`src/hdl/vspd_pkg.sv`:
```
// Shared types and constants for the video sync pulse detector.
package vspd_pkg;

    localparam int SAMPLE_W   = 12;
    localparam int H_FIELD_W  = 18;
    localparam int V_FIELD_W  = 23;
    localparam int CNT_W      = 32;
    localparam int APB_DATA_W = 32;
    localparam int APB_ADDR_W = 3;

    typedef logic signed [SAMPLE_W-1:0]  t_sample;
    typedef logic signed [H_FIELD_W-1:0] t_h_thr;
    typedef logic signed [V_FIELD_W-1:0] t_v_thr;

    // register select is byte address bit 2
    localparam logic REG_H_THR = 1'b0;
    localparam logic REG_V_THR = 1'b1;

    localparam t_h_thr H_THR_RESET = -18'sd1946;
    localparam t_v_thr V_THR_RESET = -23'sd55808;

endpackage

```
`src/hdl/vspd_delay.sv`:
```
// Fixed-length sample delay line on a circular RAM, reads zero until first filled.
module vspd_delay
    import vspd_pkg::*;
#(
    parameter int DELAY = 38
) (
    input  logic    i_clk,
    input  logic    i_rst_n,
    input  logic    i_shift,
    input  t_sample i_din,
    output t_sample o_dout
);

    localparam int PTR_W = (DELAY > 1) ? $clog2(DELAY) : 1;
    localparam logic [PTR_W-1:0] LAST = PTR_W'(DELAY - 1);

    t_sample          r_mem [DELAY];
    t_sample          r_dout;
    logic [PTR_W-1:0] r_ptr;
    logic [PTR_W-1:0] n_ptr;
    logic             r_full;

    assign n_ptr = (r_ptr == LAST) ? '0 : r_ptr + 1'b1;

    always_ff @(posedge i_clk) begin
        if (!i_rst_n) begin
            r_ptr  <= '0;
            r_full <= 1'b0;
        end else if (i_shift) begin
            r_ptr <= n_ptr;
            if (r_ptr == LAST) begin
                r_full <= 1'b1;
            end
        end
    end

    // read-first: oldest entry leaves as the new one lands
    always_ff @(posedge i_clk) begin
        if (i_shift) begin
            r_mem[r_ptr] <= i_din;
            r_dout       <= r_full ? r_mem[r_ptr] : '0;
        end
    end

    assign o_dout = r_dout;

endmodule

```
`config.mk`:
```
export PLATFORM = sky130hd
export DESIGN_NAME = vspd_delay
export DESIGN_NICKNAME = d
export VERILOG_FILES = /design/src/hdl/vspd_pkg.sv /design/src/hdl/vspd_delay.sv
export SDC_FILE = /design/constraint.sdc
export NUM_CORES = 1
export LEC_CHECK = 0
export ABC_AREA = 1
export BUFFER_PORTS_ARGS = -buffer_cell sky130_fd_sc_hd__buf_2
export CORE_MARGIN = 3
export CORE_UTILIZATION = 25
export CTS_CLUSTER_SIZE = 25
export DETAILED_ROUTE_END_ITERATION = 7
export MAX_ROUTING_LAYER = met4
export PLACE_DENSITY = 0.39
export SETUP_SLACK_MARGIN = 0.05
export SLEW_MARGIN = 20
export SYNTH_ARGS = -nofsm -noshare
export SYNTH_HDL_FRONTEND = slang
export SYNTH_SLANG_ARGS = --single-unit
```
`constraint.sdc`:
```
create_clock -name i_clk -period 2.6 [get_ports i_clk]
set_clock_uncertainty 0.1 [all_clocks]
set_input_delay 0.13 -clock i_clk [delete_from_list [all_inputs] [get_ports i_clk]]
set_output_delay 0.13 -clock i_clk [all_outputs]
set_load 0.01 [all_outputs]
```
==> results.txt <==
----------------------------------------------------
[Synthesis]
  Unique masters post-synth ... 29
  Sequential fraction of the synthesis area ... 0.703
  Mux contribution to synthesized area ... 0
  Synthesized netlist net count ... 1901
  Yosys Warn Count ... 0
  Area share of fa/ha/maj cells after synthesis ... 0.00124
  Netlist area before placement ... 20200 µm²
  Fraction of the mapped netlist area in compound gates ... 0.0109
  Mean post-synth cell area ... 10.7 µm²
  Share of the synthesized netlist area taken by xor and xnor gates ... 0.000868
  Simple-Gate Fraction of Synth Area ... 0.215
  Main combinational cell family by area after synthesis ... simple AND/OR/NAND/NOR gates
  Gate count after technology mapping ... 1884
  Number of register bits inferred by synthesis ... 475

[Final layout]
  Most common cell after layout, fill and taps aside ... sky130_fd_sc_hd__nand2_1
  # diodes ... 0
  Area added between synthesis and finish ... 17.5%
  Fraction of final layout cells sized beyond drive strength 1 ... 0.106
  Nets@finish ... 1991
  Final cell count without fillers ... 3068
  Highest-count cells in the layout ignoring fill and taps ... sky130_fd_sc_hd__nand2_1, sky130_fd_sc_hd__edfxtp_1, sky130_fd_sc_hd__inv_1
  Final core utilization ... 0.298

[STA]
  Worst slew pin tran ... 1040 ps
  Setup TNS after final layout ... 0 ps
  Number of setup violations in the final report ... 0
  Unrepaired setup endpoints after global routing ... false
  Final worst path period need ... 2380 ps
  Post-route clock period utilization ... 0.917
  Achievable frequency ... 419 MHz
  Relative slew slack ... 0.304
  Max-slew violation count ... 0
  Count of endpoints failing hold in the final timing report ... 0

[Critical path]
  Critical Path RT ... 2820 ps
  CP Max Fanout ... 25
  Cell breakdown of the critical path ... inv_6 -> nand2_4 -> nor2_1 -> nand2_1 -> nand2_1 -> o21ai_0 -> nand2_1 -> nor2_1 -> a21oi_1
  Critical path arrival ... 2610 ps
  Kind of critical path ... reg2reg
  Worst Setup Start Kind ... register
  Highest-delay cell along the critical path ... sky130_fd_sc_hd__dfxtp_2
  Most used cell along the critical path ... sky130_fd_sc_hd__nand2_1
  Crit. End Element ... register
  Critical path's largest stage delay ... 530 ps

[CTS]
  Clock Pin Slew Worst Setup and Hold Paths ... 60 ps
  Clock tree root buffer cell ... sky130_fd_sc_hd__clkbuf_16
  Number of clock buffers inserted by TritonCTS ... 53
  Clock tree from TritonCTS ... yes
  Setup bufs post-CTS ... 0
  Total clock sinks ... 475
  Skew-Pair Late Insertion Delay ... 600 ps
  Post-CTS resize count ... 0
  Maximum level of the CTS H-tree ... 2
  Max clock buf depth ... 3

[Die]
  Die extent in y ... 290 µm
  Placeable core region ... 79500 µm²
  Placement Rows ... 103
  DIE WIDTH ... 290 µm
  Full die area ... 84200 µm²
  Effective utilization at floorplan ... 0.254
  IO Pins ... 27

[Place]
  Last weighted congestion value of the routability-driven placer ... 0.822
  Post-detail-place hpwl ... 37000 µm
  IO Port Bufs ... 26
  DP Cell Count ... 2960

[Status]
  Outcome ... completed

[Detailed routing]
  Top routing layer in use ... met4
  Wire length on met1 ... 28000 µm
  Vias per Instance ... 4.22
  Routed length on met2 ... 27900 µm
  Antenna Violating Nets Remaining ... 0
  Detailed-routing iteration count for the pre-antenna-repair pass ... 5
  DRC violation count after routing ... 0
  Wire per inst ... 19.3 µm
  WL final ... 59100 µm
  DR WL met3 ... 2090 µm
  Total number of vias ... 13000
  Iteration-0 DRC count of the detailed router ... 866

[GRT]
  Global-route wire length before repair ... 87300 µm
  GRT Overall Usage ... 0.142
  Vias in the first global route ... 12600
  Maximum number of pins on one net before global-route repair ... 68
  Number of antenna violations at the first check in global routing ... 0
  Overflow left after global routing ... 0

[Power and ir drop]
  Power density over the cells ... 713 nW/µm²
  Leak Pwr ... 9.51 nW
  Peak VDD IR ... 0.449 mV
  Total power consumption of the routed design ... 0.0169 W

[Flow run]
  Reported max-cap violation count ... 0

[Worst hold path]
  Worst Hold Class ... in2reg

----------------------------------------------------
## cell usage after synthesis (all sizes together)
library cell  count  area, µm²
xor2              2       17.5
dfxtp             7        140
o31ai             1       7.51
nand2           681       2570
edfxtp          468      14100
nor2            134        558
inv             222        838
nand3           199        996
or2              11       68.8
a21oi            16       80.1
nor3             10       50.1
buf              85        533
a211oi            1       7.51
clkbuf            4       16.3
nand4            16        100
o21ai            25        125
ha                2       25.0
## logic make-up after synthesis
family	after synthesis
compound gates	43
xor+xnor	2
fa+ha+maj	2
buf+inv	311
flops	475
simple gates	1051
## per-stage QoR
stage / hold slack (ps) / setup WS [ps] / area [µm²]
5_1_grt: 80.1 / 77.8 / 23700
4_1_cts: 60.3 / 100 / 23700
3_3_place_gp: 233 / 109 / 22000
6_report: 81.4 / 215 / 23700
2_1_floorplan: 129 / 245 / 20200
3_5_place_dp: 234 / 113 / 22000
## critical path: cells and delay by family, from the launching register on
family | cells | cell delay (ps)
and+or+nand+nor | 6 | 880
buffers and inverters | 1 | 180
AOI/OAI and AO/OA | 2 | 400
DFF | 1 | 530
## per-layer routing
layer / up-vias / GRT usage
met5: - / -
met3: 73 / 0.0197
met1: 6310 / 0.194
li1: 6349 / -
met2: 222 / 0.227
met4: 0 / 0.0316
## flip-flops by register name, indices dropped and copies added, names as in the netlist
register  flops
r_ptr         6
r_full        1
o_dout       12
r_mem       456
## area by class of cell
cell class	instances	area [µm²]
clock inverter	30	282
sequential	475	14200
multi-input combinational	1098	4640
timing repair buffer	124	1060
clock buffer	69	1390
inverter	222	843
tap	1050	1310
fill	8166	55800
## path summary, 6_finish.rpt
| check | start | to | slack, ps | cells past startpoint |
|---|---|---|---|---|
| setup / recovery | r_ptr[2] | o_dout[5] | 220 | 9 |
| hold / removal | i_din[11] | r_mem[32][11] | 80 | 2 |
| setup reg to reg | r_ptr[2] | o_dout[5] | 220 | 9 |
| hold reg to reg | r_ptr[5] | r_ptr[5] | 460 | 2 |
## what timing repair did
| item | CTS | global route |
|---|---|---|
| hold buffers | 9 | 0 |
| setup endpoints to repair | 0 | 0 |
| hold endpoints to repair | 132 | 0 |
## where the power goes
group          internal, W  leakage, nW  switching [W]
Combinational     0.000293         4.41       0.000834
Clock              0.00425        0.817        0.00305
Sequential         0.00845         4.29      0.0000264
Total               0.0130         9.51        0.00391
(Power assumes the default switching activity.)
